[src/mde_pkg.sv]
// ----------------------------------------------------------------------------
// mde_pkg
// Shared types and codes for the MIPS32 decode/execute unit.
// ----------------------------------------------------------------------------
package mde_pkg;

    localparam logic [5:0] OP_RTYPE   = 6'h00;
    localparam logic [5:0] OP_REGIMM  = 6'h01;
    localparam logic [5:0] OP_J       = 6'h02;
    localparam logic [5:0] OP_JAL     = 6'h03;
    localparam logic [5:0] OP_BEQ     = 6'h04;
    localparam logic [5:0] OP_BNE     = 6'h05;
    localparam logic [5:0] OP_BLEZ    = 6'h06;
    localparam logic [5:0] OP_BGTZ    = 6'h07;
    localparam logic [5:0] OP_ADDI    = 6'h08;
    localparam logic [5:0] OP_ADDIUNS = 6'h09;
    localparam logic [5:0] OP_SLTI    = 6'h0A;
    localparam logic [5:0] OP_SLTIUNS = 6'h0B;
    localparam logic [5:0] OP_ANDI    = 6'h0C;
    localparam logic [5:0] OP_ORI     = 6'h0D;
    localparam logic [5:0] OP_XORI    = 6'h0E;
    localparam logic [5:0] OP_LUI     = 6'h0F;
    localparam logic [5:0] OP_LB      = 6'h20;
    localparam logic [5:0] OP_LH      = 6'h21;
    localparam logic [5:0] OP_LW      = 6'h23;
    localparam logic [5:0] OP_LBU     = 6'h24;
    localparam logic [5:0] OP_LHU     = 6'h25;
    localparam logic [5:0] OP_SB      = 6'h28;
    localparam logic [5:0] OP_SH      = 6'h29;
    localparam logic [5:0] OP_SW      = 6'h2B;

    localparam logic [5:0] FN_SLL   = 6'h00;
    localparam logic [5:0] FN_SRL   = 6'h02;
    localparam logic [5:0] FN_SRA   = 6'h03;
    localparam logic [5:0] FN_SLLV  = 6'h04;
    localparam logic [5:0] FN_SRLV  = 6'h06;
    localparam logic [5:0] FN_SRAV  = 6'h07;
    localparam logic [5:0] FN_JR    = 6'h08;
    localparam logic [5:0] FN_JALR  = 6'h09;
    localparam logic [5:0] FN_MFHI  = 6'h10;
    localparam logic [5:0] FN_MTHI  = 6'h11;
    localparam logic [5:0] FN_MFLO  = 6'h12;
    localparam logic [5:0] FN_MTLO  = 6'h13;
    localparam logic [5:0] FN_MULT  = 6'h18;
    localparam logic [5:0] FN_MULTU = 6'h19;
    localparam logic [5:0] FN_DIV   = 6'h1A;
    localparam logic [5:0] FN_DIVU  = 6'h1B;
    localparam logic [5:0] FN_ADD   = 6'h20;
    localparam logic [5:0] FN_ADDU  = 6'h21;
    localparam logic [5:0] FN_SUB   = 6'h22;
    localparam logic [5:0] FN_SUBU  = 6'h23;
    localparam logic [5:0] FN_AND   = 6'h24;
    localparam logic [5:0] FN_OR    = 6'h25;
    localparam logic [5:0] FN_XOR   = 6'h26;
    localparam logic [5:0] FN_NOR   = 6'h27;
    localparam logic [5:0] FN_SLT   = 6'h2A;
    localparam logic [5:0] FN_SLTU  = 6'h2B;

    localparam logic [4:0] RI_BLTZ   = 5'h00;
    localparam logic [4:0] RI_BGEZ   = 5'h01;
    localparam logic [4:0] RI_BLTZAL = 5'h10;
    localparam logic [4:0] RI_BGEZAL = 5'h11;

    localparam logic [3:0] MK_NONE = 4'd0;
    localparam logic [3:0] MK_LW   = 4'd1;
    localparam logic [3:0] MK_LH   = 4'd2;
    localparam logic [3:0] MK_LHU  = 4'd3;
    localparam logic [3:0] MK_LB   = 4'd4;
    localparam logic [3:0] MK_LBU  = 4'd5;
    localparam logic [3:0] MK_SW   = 4'd6;
    localparam logic [3:0] MK_SH   = 4'd7;
    localparam logic [3:0] MK_SB   = 4'd8;

    localparam logic [4:0] LINK_REG = 5'd31;

    // iterative HI/LO operation
    localparam logic [1:0] MD_MUL  = 2'd0;
    localparam logic [1:0] MD_MULU = 2'd1;
    localparam logic [1:0] MD_DIV  = 2'd2;
    localparam logic [1:0] MD_DIVU = 2'd3;

    typedef struct packed {
        logic       load;     // capture the input transaction
        logic       md_start; // start multiply/divide on captured operands
        logic       md_step;  // one multiply/divide iteration
        logic       md_done;  // write back HI/LO
        logic       out_load; // move the decoded result into the output register
    } t_cmd;

    typedef struct packed {
        logic       is_md;    // captured instruction needs the HI/LO unit
        logic       md_last;  // all iterations done
    } t_status;

    typedef struct packed {
        logic        writes_reg;
        logic [4:0]  dest_reg;
        logic [31:0] result;
        logic        br_flag;
        logic        taken;
        logic [31:0] target;
        logic [3:0]  mem_kind;
        logic [31:0] eff_addr;
        logic [31:0] store_data;
    } t_res;

endpackage

[src/mde_ctrl.sv]
// ----------------------------------------------------------------------------
// mde_ctrl
// Controller: input capture, multiply/divide sequencing, output handshake.
// ----------------------------------------------------------------------------
module mde_ctrl (
    input  logic             i_clk,
    input  logic             i_rst_n,
    input  logic             i_in_valid,
    output logic             o_in_ready,
    output logic             o_out_valid,
    input  logic             i_out_ready,
    input  mde_pkg::t_status i_status,
    output mde_pkg::t_cmd    o_cmd
);
    import mde_pkg::*;

    localparam logic [1:0] S_IDLE    = 2'd0;
    localparam logic [1:0] S_DEC     = 2'd1;
    localparam logic [1:0] S_MD      = 2'd2;
    localparam logic [1:0] S_DEC_OUT = 2'd3;

    logic [1:0] r_state, n_state;
    logic       r_out_valid, n_out_valid;
    logic       out_free;

    // output register may be refilled as soon as it empties
    assign out_free    = !r_out_valid || i_out_ready;
    assign o_in_ready  = (r_state == S_IDLE);
    assign o_out_valid = r_out_valid;

    always_comb begin
        n_state      = r_state;
        n_out_valid  = r_out_valid && !i_out_ready;
        o_cmd        = '0;
        case (r_state)
            S_IDLE: begin
                if (i_in_valid) begin
                    o_cmd.load = 1'b1;
                    n_state    = S_DEC;
                end
            end
            S_DEC: begin
                if (i_status.is_md) begin
                    o_cmd.md_start = 1'b1;
                    n_state        = S_MD;
                end else if (out_free) begin
                    o_cmd.out_load = 1'b1;
                    n_out_valid    = 1'b1;
                    n_state        = S_IDLE;
                end
            end
            S_MD: begin
                o_cmd.md_step = 1'b1;
                if (i_status.md_last) begin
                    o_cmd.md_done = 1'b1;
                    n_state       = S_DEC_OUT;
                end
            end
            S_DEC_OUT: begin
                if (out_free) begin
                    o_cmd.out_load = 1'b1;
                    n_out_valid    = 1'b1;
                    n_state        = S_IDLE;
                end
            end
            default: n_state = S_IDLE;
        endcase
    end

    always_ff @(posedge i_clk) begin
        if (!i_rst_n) begin
            r_state     <= S_IDLE;
            r_out_valid <= 1'b0;
        end else begin
            r_state     <= n_state;
            r_out_valid <= n_out_valid;
        end
    end

endmodule

[src/mde_dpath.sv]
// ----------------------------------------------------------------------------
// mde_dpath
// Datapath: decode, ALU, branch unit, HI/LO and the iterative mul/div unit.
// ----------------------------------------------------------------------------
module mde_dpath (
    input  logic             i_clk,
    input  logic             i_rst_n,
    input  mde_pkg::t_cmd    i_cmd,
    output mde_pkg::t_status o_status,
    input  logic [31:0]      i_instruction,
    input  logic [31:0]      i_pc,
    input  logic [31:0]      i_rs_value,
    input  logic [31:0]      i_rt_value,
    input  logic             i_out_load,
    output mde_pkg::t_res    o_res
);
    import mde_pkg::*;

    logic [31:0] r_ins, r_pc, r_a, r_b;
    logic [31:0] r_hi, r_lo;
    t_res        r_res;

    logic [5:0]  op, fn;
    logic [4:0]  rt, rd, sh;
    logic [15:0] imm;
    logic [31:0] simm, zimm, nxt, btgt;

    assign op   = r_ins[31:26];
    assign rt   = r_ins[20:16];
    assign rd   = r_ins[15:11];
    assign sh   = r_ins[10:6];
    assign fn   = r_ins[5:0];
    assign imm  = r_ins[15:0];
    assign simm = {{16{imm[15]}}, imm};
    assign zimm = {16'd0, imm};
    assign nxt  = r_pc + 32'd4;
    assign btgt = nxt + {simm[29:0], 2'b00};

    // ---------------- mul/div: one bit per cycle ----------------
    logic [1:0]  r_md_op;
    logic [5:0]  r_cnt;
    logic [63:0] r_acc;      // mul: {hi,lo} product; div: {rem, quotient}
    logic [31:0] r_opb;      // multiplicand / divisor magnitude
    logic        r_neg_q, r_neg_r, r_zero;
    logic        md_signed;
    logic [31:0] mag_a, mag_b;
    logic [32:0] trial;
    logic [32:0] madd;
    logic [63:0] md_next;
    logic [63:0] mul_fix;
    logic [31:0] q_fin, r_fin;

    assign md_signed = (fn == FN_MULT) || (fn == FN_DIV);
    assign mag_a = (md_signed && r_a[31]) ? (32'd0 - r_a) : r_a;
    assign mag_b = (md_signed && r_b[31]) ? (32'd0 - r_b) : r_b;

    always_comb begin
        madd  = {1'b0, r_acc[63:32]} + (r_acc[0] ? {1'b0, r_opb} : 33'd0);
        trial = {r_acc[63:32], r_acc[31]} - {1'b0, r_opb};
        if (r_md_op == MD_MUL || r_md_op == MD_MULU) begin
            md_next = {madd, r_acc[31:1]};
        end else if (!trial[32]) begin
            md_next = {trial[31:0], r_acc[30:0], 1'b1};
        end else begin
            md_next = {r_acc[62:0], 1'b0};
        end
        mul_fix = r_neg_q ? (64'd0 - r_acc) : r_acc;
        q_fin   = r_neg_q ? (32'd0 - r_acc[31:0]) : r_acc[31:0];
        r_fin   = r_neg_r ? (32'd0 - r_acc[63:32]) : r_acc[63:32];
    end

    assign o_status.is_md   = (op == OP_RTYPE) &&
                              (fn == FN_MULT || fn == FN_MULTU ||
                               fn == FN_DIV || fn == FN_DIVU);
    assign o_status.md_last = (r_cnt == 6'd32);

    always_ff @(posedge i_clk) begin
        if (i_cmd.load) begin
            r_ins <= i_instruction;
            r_pc  <= i_pc;
            r_a   <= i_rs_value;
            r_b   <= i_rt_value;
        end
        if (i_cmd.md_start) begin
            r_md_op <= fn[1:0];
            r_cnt   <= 6'd0;
            r_acc   <= {32'd0, mag_a};
            r_opb   <= mag_b;
            r_neg_q <= md_signed && (r_a[31] ^ r_b[31]);
            r_neg_r <= md_signed && r_a[31];
            r_zero  <= (r_b == 32'd0);
        end else if (i_cmd.md_step && !o_status.md_last) begin
            r_acc <= md_next;
            r_cnt <= r_cnt + 6'd1;
        end
    end

    always_ff @(posedge i_clk) begin
        if (!i_rst_n) begin
            r_hi <= '0;
            r_lo <= '0;
        end else if (i_cmd.md_done) begin
            if (r_md_op == MD_MUL || r_md_op == MD_MULU) begin
                r_hi <= mul_fix[63:32];
                r_lo <= mul_fix[31:0];
            end else if (r_zero) begin
                r_hi <= '0;
                r_lo <= '0;
            end else begin
                r_hi <= r_fin;
                r_lo <= q_fin;
            end
        end else if (i_out_load && op == OP_RTYPE && fn == FN_MTHI) begin
            r_hi <= r_a;
        end else if (i_out_load && op == OP_RTYPE && fn == FN_MTLO) begin
            r_lo <= r_a;
        end
    end

    // ---------------- decode and execute ----------------
    t_res        d;
    logic        wr, neg;
    logic [4:0]  dst;

    always_comb begin
        d        = '0;
        d.target = nxt;
        wr       = 1'b0;
        dst      = 5'd0;
        neg      = r_a[31];
        case (op)
            OP_RTYPE: begin
                wr  = 1'b1;
                dst = rd;
                case (fn)
                    FN_SLL:  d.result = r_b << sh;
                    FN_SRL:  d.result = r_b >> sh;
                    FN_SRA:  d.result = $signed(r_b) >>> sh;
                    FN_SLLV: d.result = r_b << r_a[4:0];
                    FN_SRLV: d.result = r_b >> r_a[4:0];
                    FN_SRAV: d.result = $signed(r_b) >>> r_a[4:0];
                    FN_JR: begin
                        wr = 1'b0; d.br_flag = 1'b1; d.taken = 1'b1;
                        d.target = r_a;
                    end
                    FN_JALR: begin
                        d.result = nxt; d.br_flag = 1'b1; d.taken = 1'b1;
                        d.target = r_a;
                    end
                    FN_MFHI: d.result = r_hi;
                    FN_MFLO: d.result = r_lo;
                    FN_ADD, FN_ADDU: d.result = r_a + r_b;
                    FN_SUB, FN_SUBU: d.result = r_a - r_b;
                    FN_AND:  d.result = r_a & r_b;
                    FN_OR:   d.result = r_a | r_b;
                    FN_XOR:  d.result = r_a ^ r_b;
                    FN_NOR:  d.result = ~(r_a | r_b);
                    FN_SLT:  d.result = {31'd0, $signed(r_a) < $signed(r_b)};
                    FN_SLTU: d.result = {31'd0, r_a < r_b};
                    default: wr = 1'b0;
                endcase
                if (!wr) begin
                    dst      = 5'd0;
                    d.result = '0;
                end
            end
            OP_REGIMM: begin
                case (rt)
                    RI_BLTZ: begin d.br_flag = 1'b1; d.taken = neg; end
                    RI_BGEZ: begin d.br_flag = 1'b1; d.taken = !neg; end
                    RI_BLTZAL: begin
                        d.br_flag = 1'b1; d.taken = neg;
                        wr = 1'b1; dst = LINK_REG; d.result = nxt;
                    end
                    RI_BGEZAL: begin
                        d.br_flag = 1'b1; d.taken = !neg;
                        wr = 1'b1; dst = LINK_REG; d.result = nxt;
                    end
                    default: ;
                endcase
                if (d.taken) d.target = btgt;
            end
            OP_J, OP_JAL: begin
                d.br_flag   = 1'b1;
                d.taken     = 1'b1;
                d.target    = {nxt[31:28], r_ins[25:0], 2'b00};
                if (op == OP_JAL) begin
                    wr = 1'b1; dst = LINK_REG; d.result = nxt;
                end
            end
            OP_BEQ, OP_BNE, OP_BLEZ, OP_BGTZ: begin
                d.br_flag = 1'b1;
                case (op)
                    OP_BEQ:  d.taken = (r_a == r_b);
                    OP_BNE:  d.taken = (r_a != r_b);
                    OP_BLEZ: d.taken = neg || (r_a == 32'd0);
                    default: d.taken = !neg && (r_a != 32'd0);
                endcase
                if (d.taken) d.target = btgt;
            end
            OP_ADDI, OP_ADDIUNS, OP_SLTI, OP_SLTIUNS,
            OP_ANDI, OP_ORI, OP_XORI, OP_LUI: begin
                wr  = 1'b1;
                dst = rt;
                case (op)
                    OP_ADDI, OP_ADDIUNS: d.result = r_a + simm;
                    OP_SLTI:  d.result = {31'd0, $signed(r_a) < $signed(simm)};
                    OP_SLTIUNS: d.result = {31'd0, r_a < simm};
                    OP_ANDI:  d.result = r_a & zimm;
                    OP_ORI:   d.result = r_a | zimm;
                    OP_XORI:  d.result = r_a ^ zimm;
                    default:  d.result = {imm, 16'd0};
                endcase
            end
            default: begin
                case (op)
                    OP_LW:   d.mem_kind = MK_LW;
                    OP_LH:   d.mem_kind = MK_LH;
                    OP_LHU:  d.mem_kind = MK_LHU;
                    OP_LB:   d.mem_kind = MK_LB;
                    OP_LBU:  d.mem_kind = MK_LBU;
                    OP_SW:   d.mem_kind = MK_SW;
                    OP_SH:   d.mem_kind = MK_SH;
                    OP_SB:   d.mem_kind = MK_SB;
                    default: d.mem_kind = MK_NONE;
                endcase
                if (d.mem_kind != MK_NONE) begin
                    d.eff_addr = r_a + simm;
                    if (d.mem_kind <= MK_LBU) begin
                        wr = 1'b1; dst = rt;
                    end else begin
                        d.store_data = r_b;
                    end
                end
            end
        endcase
        d.dest_reg   = dst;
        d.writes_reg = wr && (dst != 5'd0);
    end

    always_ff @(posedge i_clk) begin
        if (i_out_load) r_res <= d;
    end

    assign o_res = r_res;

endmodule

[src/mips32_decode_execute.sv]
// ----------------------------------------------------------------------------
// mips32_decode_execute
// MIPS32 integer decode/execute unit with HI/LO and iterative mul/div.
// ----------------------------------------------------------------------------
// One instruction is taken at a time. An ordinary instruction is decoded in
// the cycle after acceptance and its result is loaded into the output
// register once that is free; the next instruction can be accepted in the
// following cycle. MULT/MULTU/DIV/DIVU go through start, the 32 iterations
// of the shared one-bit-per-cycle multiply/divide unit, HI/LO write-back
// and output load before their result is valid. The output register holds
// a result until the downstream side takes it; while it is full the
// following instruction waits in decode, or a mul/div after HI/LO write-back.
module mips32_decode_execute (
    input  logic         i_clk,
    input  logic         i_rst_n,
    input  logic         s_axis_tvalid,
    output logic         s_axis_tready,
    // [31:0] instruction, [63:32] pc, [95:64] rs_value, [127:96] rt_value
    input  logic [127:0] s_axis_tdata,
    output logic         m_axis_tvalid,
    input  logic         m_axis_tready,
    // [0] writes_reg, [5:1] dest_reg, [37:6] result, [38] branch flag,
    // [39] taken, [71:40] target, [75:72] mem_kind, [107:76] effective address,
    // [139:108] store_data, [143:140] zero
    output logic [143:0] m_axis_tdata
);
    import mde_pkg::*;

    t_cmd    cmd;
    t_status status;
    t_res    res;
    logic    out_valid;

    mde_ctrl u_ctrl (
        .i_clk       (i_clk),
        .i_rst_n     (i_rst_n),
        .i_in_valid  (s_axis_tvalid),
        .o_in_ready  (s_axis_tready),
        .o_out_valid (out_valid),
        .i_out_ready (m_axis_tready),
        .i_status    (status),
        .o_cmd       (cmd)
    );

    mde_dpath u_dpath (
        .i_clk         (i_clk),
        .i_rst_n       (i_rst_n),
        .i_cmd         (cmd),
        .o_status      (status),
        .i_instruction (s_axis_tdata[31:0]),
        .i_pc          (s_axis_tdata[63:32]),
        .i_rs_value    (s_axis_tdata[95:64]),
        .i_rt_value    (s_axis_tdata[127:96]),
        .i_out_load    (cmd.out_load),
        .o_res         (res)
    );

    assign m_axis_tvalid = out_valid;
    assign m_axis_tdata  = {4'd0, res.store_data, res.eff_addr, res.mem_kind,
                            res.target, res.taken, res.br_flag, res.result,
                            res.dest_reg, res.writes_reg};

`ifndef SYNTHESIS
    a_hold: assert property (@(posedge i_clk) disable iff (!i_rst_n)
        m_axis_tvalid && !m_axis_tready |=> m_axis_tvalid)
        else $error("result dropped while stalled");
    a_one: assert property (@(posedge i_clk) disable iff (!i_rst_n)
        s_axis_tready |-> !cmd.md_step)
        else $error("mul/div running while idle");
`endif

endmodule

[config.mk]
export PLATFORM = sky130hd
export DESIGN_NAME = mips32_decode_execute
export DESIGN_NICKNAME = d
export VERILOG_FILES = /design/src/mde_pkg.sv /design/src/mde_ctrl.sv /design/src/mde_dpath.sv /design/src/mips32_decode_execute.sv
export SDC_FILE = /design/constraint.sdc
export NUM_CORES = 2
export LEC_CHECK = 0
export BUFFER_PORTS_ARGS = -buffer_cell sky130_fd_sc_hd__clkbuf_2
export CORE_ASPECT_RATIO = 1.1
export CORE_UTILIZATION = 40
export DETAILED_ROUTE_END_ITERATION = 12
export GPL_TIMING_DRIVEN = 0
export PLACE_DENSITY = 0.68
export SYNTH_ARGS = -nofsm -noshare
export SYNTH_HDL_FRONTEND = slang
export SYNTH_HIERARCHICAL = 1
export SYNTH_SLANG_ARGS = --single-unit
[constraint.sdc]
create_clock -name i_clk -period 27.1 [get_ports i_clk]
set_clock_uncertainty 0.15 [all_clocks]
set_input_delay 2.71 -clock i_clk [delete_from_list [all_inputs] [get_ports i_clk]]
set_output_delay 2.71 -clock i_clk [all_outputs]
set_load 0.1 [all_outputs]
==> After elaboration in Yosys (flattened, before gate mapping) <==
Index checks and enable logic that the tools add are counted.
{ "word_totals": {"regBits": 442, "latch_bits": 0, "ramBits": 0, "rom_bits": 0, "inputBits": 132, "output_inout_bits": 146, "wordCells": 235, "memories": 0} }
{ "classes": {"add_sub_neg": 13, "n_mul": 0, "div": 0, "n_lt_le_gt_ge": 5, "eq_ne": 61, "shift": 6, "mux": 65, "n_bitwise": 9, "n_reduce_logical": 51} }
{ "ops": {"columns": ["cell", "n"], "rows": [
  ["32-bit two-way mux", 21],
  ["32-bit one-hot mux with 17 select lines", 1],
  ["64-bit two-way mux", 3],
  ["32-bit one-hot mux with 6 select lines", 1],
  ["34-bit one-hot mux with 4 select lines", 1],
  ["32-bit one-hot mux with 4 select lines", 1],
  ["1-bit by 32-bit subtractor with 32-bit output (first input constant)", 4],
  ["6-bit equality test (second input constant)", 19],
  ["32-bit adder", 3],
  ["32-bit < comparator", 3],
  ["32-bit logical NOT", 2],
  ["32-bit by 5-bit left shift with 32-bit output", 2],
  ["32-bit by 5-bit right shift with 32-bit output", 2],
  ["32-bit by 5-bit >>> shifter with 32-bit output", 2],
  ["1-bit by 64-bit subtractor with 64-bit output (first input constant)", 1],
  ["6-bit by 4-bit equality test with 1-bit output (second input constant)", 10],
  ["6-bit by 5-bit equality test with 1-bit output (second input constant)", 8],
  ["6-bit by 3-bit equality test with 1-bit output (second input constant)", 7],
  ["34-bit two-way mux", 1],
  ["32-bit by 32-bit adder with 33-bit output", 1],
  ["33-bit by 32-bit subtractor with 33-bit output", 1],
  ["32-bit by 3-bit adder with 32-bit output (second input constant)", 1],
  ["32-bit by 16-bit bitwise AND with 32-bit output", 1],
  ["32-bit bitwise AND", 1],
  ["50 further kinds", 113]
]} }

==> Longest topological paths before layout <==
{ "logic_depth": {"ltp_word": 12, "mapped_depth": 17, "ltp_nobuf": 16} }

==> Cells and area by module <==
Netlist, hierarchy kept.
{ "by_module_without_submodules": {"columns": ["mod", "instances", "cells_per_inst", "area_each_um2"], "rows": [
  ["mde_dpath", 1, 4773, 40904.2],
  ["mde_ctrl", 1, 21, 161.4],
  ["mips32_decode_execute", 1, 5, 33.8]
]} }

==> Least setup slack after synthesis <==
OpenSTA, ideal clock, no wires.
{ "synth_timing": {"kind": "input -> register", "start": "input m_axis_tready", "end": "register u_dpath.r_hi[13]", "setup_ns": 0.115, "t_arrival_ns": 10.413, "required_ns": 26.835, "setup_slack_ns": 16.422, "path_stages": 9, "n_path_buf": 1, "path_cell_list": "nor2b_1 nor2_1 inv_1 or3_1 nor2_1 buf_2 mux2i_1 o21ai_0 and3_1"} }
{ "synth_rtl": {"columns": ["item", "line", "text"], "rows": [
  ["start, declared", "mips32_decode_execute.sv:21", "input logic m_axis_tready,"],
  ["end signal, assigned", "mde_dpath.sv:104", "r_hi <= mul_fix[63:32];"],
  ["end signal, assigned", "mde_dpath.sv:110", "r_hi <= r_fin;"],
  ["end signal, assigned", "mde_dpath.sv:114", "r_hi <= r_a;"],
  ["end, declared", "mde_dpath.sv:20", "logic [31:0] r_hi, r_lo;"]
]} }

==> qor.yml <==
max_freq_ghz: 0.124
clkPwrFrac: 0.318
synth-main-ff-cell: "edfxtp_1"
p_leak_nw: 18.1
path_buf_inv: 3
htree_levels: 2
totalWireLength_um: 251000
path_class: "reg2reg"
numCtsBuffers: 48
reg2reg_to: "u_dpath/o_res[102]$_DFFE_PP_"
setup_slack_ns: 19.03
ctsResizeCount: 0
finalHoldViolCount: 0
dr.pass1.iters: 11
cts.sinks: 441
synth_top_family_by_area: "compound AO/OA/AOI/OAI gates"
place_inst: 6455
drv_cap: 0
overflow: 0
pwr-share-comb: 0.304
nNetsFinal: 5570
viasPerCell: 6.88
ir_worst_vdd_v: 0.0000596
gp_congestion: 1.11
antenna_found_initial: 25
m1WireLength_um: 92500
crit_family: "compound AO/OA/AOI/OAI gates"
power_density_nw_per_um2: 46.3
worstHoldEndpoint: "u_dpath/r_cnt[1]$_SDFFE_PP0P_"
worstPathRequired_ns: 27.29
hold_start: "u_dpath/r_cnt[1]$_SDFFE_PP0P_"
stdcell_count: 6577
track_usage: 0.466
r2r-start: "u_dpath/r_a[2]$_DFFE_PP_"
core_area_sq_um: 101000
route.met3.wl_um: 27400
max_stage_delay_ns: 1.15
syn-cell-area_sq_um: 41100
ff2ff_setup_slack_ns: 19.03
die_x_um: 308
violations: "slew limit"
synth-seq-cells: 441
post-place-ws_ns: 19.58
crit_arrival_ns: 8.26
hold_depth: 2
worstHoldPathType: "reg2reg"
drtIter0Drc: 6648
routedWlPerCell_um: 38.2
worstPathCellList: "clkbuf_1 -> inv_1 -> ha_1 -> clkbuf_1 -> nor2b_1 -> o311a_1 -> o211ai_1 -> a211o_1 -> a211oi_1 -> o21bai_1 -> o31ai_1 -> o221ai_1 -> nor3_1 -> o221ai_1"
row_count: 122
cts_tree: "yes"
holdBufCountCts: 0
synth_warnings: 6
io-pin-count: 278
critPathLaunchType: "register"
tns_ns: 0
switchingPower_mw: 0.827
drive_gt1_frac: 0.106
ys_seq_area_frac: 0.297
avgSynthCellArea_sq_um: 8.56
yosys.area_share.simple: 0.160
initial_core_util: 0.406
cp_max_fo: 9
path_clk_slew_ns: 0.06
async_reset_ff_frac: 0
cp-end-kind: "register"
status: "complete, but fails checks"
antenna_left: 0
worst_pin_slew_ns: 1.51
synth-compound-area-share: 0.247
slew-limit-headroom: -0.00733
grt_pass1_wl_um: 339000
slew_viol_final: 1
root_buffer: "clkbuf_16"
internal-power_mw: 1.31
dr.max_layer_used: "met5"
synth_cells: 4799
portBuffers: 273
period_needed_ns: 8.07
clockBufferDepth: 3
rsz0062_at_grt: "false"
cts_setup_buffers: 0
grt_max_degree: 74
power.share.sequential: 0.378
yosysUniqueCellTypes: 104
ff2ff_path_depth: 14
swShare: 0.387
yosys.area_share.xor_xnor: 0.0590
setup-violations-final: 0
synthAdderAreaFrac: 0.0909
areaGrowthSynthToFinish_pct: 12.3
drc: 0
fin_crit_sh: 0.298
muxShareOfSynthArea: 0.0922
dr_wl_met2_um: 107000
vias: 45300
die_y_um: 338
grt_pass1_vias: 42400
dp_hpwl_um: 200000
insertion_delay_ns: 0.67
dieArea_sq_um: 104000
synth-edff-count: 336
crit_slowest_cell: "o31ai_1"
## tightest hold or removal path, stage by stage (launching register included)
cell,delay (ns)
dfxtp_1,0.33
nand2_1,0.07
a21oi_1,0.05
## power groups by stage
stage	Sequential [mW]	Clock (mW)	Combinational, mW
final	0.809	0.679	0.651
after global routing	0.806	0.707	0.661
after CTS	0.803	0.687	0.620
after detailed placement	0.817	0	0.617
after global placement	0.825	0	0.616
after floorplan	0.870	0	0.315
## kinds of logic after synthesis
kind of cell,after synthesis
mux,292
other cells,1
fa+ha+maj,295
xor+xnor,277
buf+inv,559
simple gates,1379
flops,441
compound gates,1555
## state kept, by name, summed over array words and instances, names as in the netlist, 32 cells and up
| register | flops |
|---|---|
| u_dpath/r_hi | 32 |
| u_dpath/r_lo | 32 |
| u_dpath/r_acc | 64 |
| u_dpath/r_b | 32 |
| u_dpath/r_pc | 32 |
| u_dpath/r_ins | 32 |
| u_dpath/r_a | 32 |
| u_dpath/o_res | 140 |
| u_dpath/r_opb | 32 |
## area by class of cell
class	count	area, sq um
fillers	10200	55100
multi-input cells	3802	26800
flip-flops and latches	441	12200
well taps	1364	1710
repair buffers	291	1620
plain buffers	346	1420
clock buffers	55	1230
inverters	213	800
clock inverters	31	349
diodes	34	85.1
## metal layers
layer / GRT usage / up-vias
li1: - / 18800
met1: 0.550 / 22100
met2: 0.690 / 3381
met3: 0.143 / 964
met4: 0.384 / 24
met5: 0.00698 / -
## cell usage in the layout (no fill, tap or decap), drive strengths merged, types with 34 or more instances in the layout
cell,count
nor2b,47
edfxtp,336
o211ai,49
o21bai,38
o22ai,43
o221ai,51
nor2,407
buf,91
a21oi,396
clkbuf,601
nor4,77
xnor2,196
nand4,44
a222oi,36
or3,37
nor3,80
ha,289
o31ai,45
dfxtp,105
diode,34
o21ai,383
nand2b,35
a21o,69
a31oi,51
a22oi,69
mux4,67
a221oi,36
a211oi,60
inv,208
nand3,124
nand2,384
xor2,81
mux2i,206
## cell usage after synthesis (30+ instances only)
cell / number / area, sq um
nor3_1: 77 / 385
a21oi_1: 393 / 1970
or3_1: 34 / 213
clkbuf_1: 271 / 1020
xnor2_1: 196 / 1720
and3_1: 31 / 194
o221ai_1: 51 / 447
inv_1: 205 / 769
a211oi_1: 60 / 450
mux2i_1: 205 / 2050
a31oi_1: 51 / 319
mux4_2: 67 / 1510
a222oi_1: 36 / 360
o21ai_0: 349 / 1750
a221oi_1: 35 / 307
nor2b_1: 47 / 294
a21o_1: 69 / 518
edfxtp_1: 336 / 10100
or4_1: 30 / 225
buf_2: 35 / 175
nand2_1: 382 / 1430
o22ai_1: 43 / 269
xor2_1: 81 / 709
dfxtp_1: 105 / 2100
nand2b_1: 35 / 219
o21a_1: 32 / 240
a22oi_1: 69 / 518
nand3_1: 124 / 621
o21ai_1: 33 / 165
ha_1: 289 / 3620
nor2_1: 406 / 1520
o211ai_1: 49 / 368
nand4_1: 44 / 275
o31ai_1: 45 / 338
o21bai_1: 38 / 285
nor4_1: 77 / 482
## metrics by stage
step           power [mW]  hold WS, ns  utilization  cell area, sq um
5_1_grt              2.17        0.390        0.455             46100
3_3_place_gp         1.44        0.322        0.437             44200
6_report             2.14        0.348        0.456             46200
3_5_place_dp         1.43        0.338        0.439             44500
2_1_floorplan        1.19        0.312            -             41100
4_1_cts              2.11        0.347        0.455             46100
## worst max path at each step
stage,to,slack [ns],cells after the start,startpoint
after floorplan,u_dpath/r_hi[13]$_SDFFE_PN0P_,16.42,9,m_axis_tready
after global placement,u_dpath/r_hi[1]$_SDFFE_PN0P_,12.57,10,m_axis_tready
after detailed placement,u_dpath/o_res[102]$_DFFE_PP_,19.58,14,u_dpath/r_a[2]$_DFFE_PP_
after CTS,u_dpath/o_res[102]$_DFFE_PP_,19.56,14,u_dpath/r_a[2]$_DFFE_PP_
after global routing,u_dpath/o_res[102]$_DFFE_PP_,19.40,14,u_dpath/r_a[2]$_DFFE_PP_
final,u_dpath/o_res[102]$_DFFE_PP_,19.03,14,u_dpath/r_a[2]$_DFFE_PP_
No activity file was read; power rests on OpenSTA's default activity.
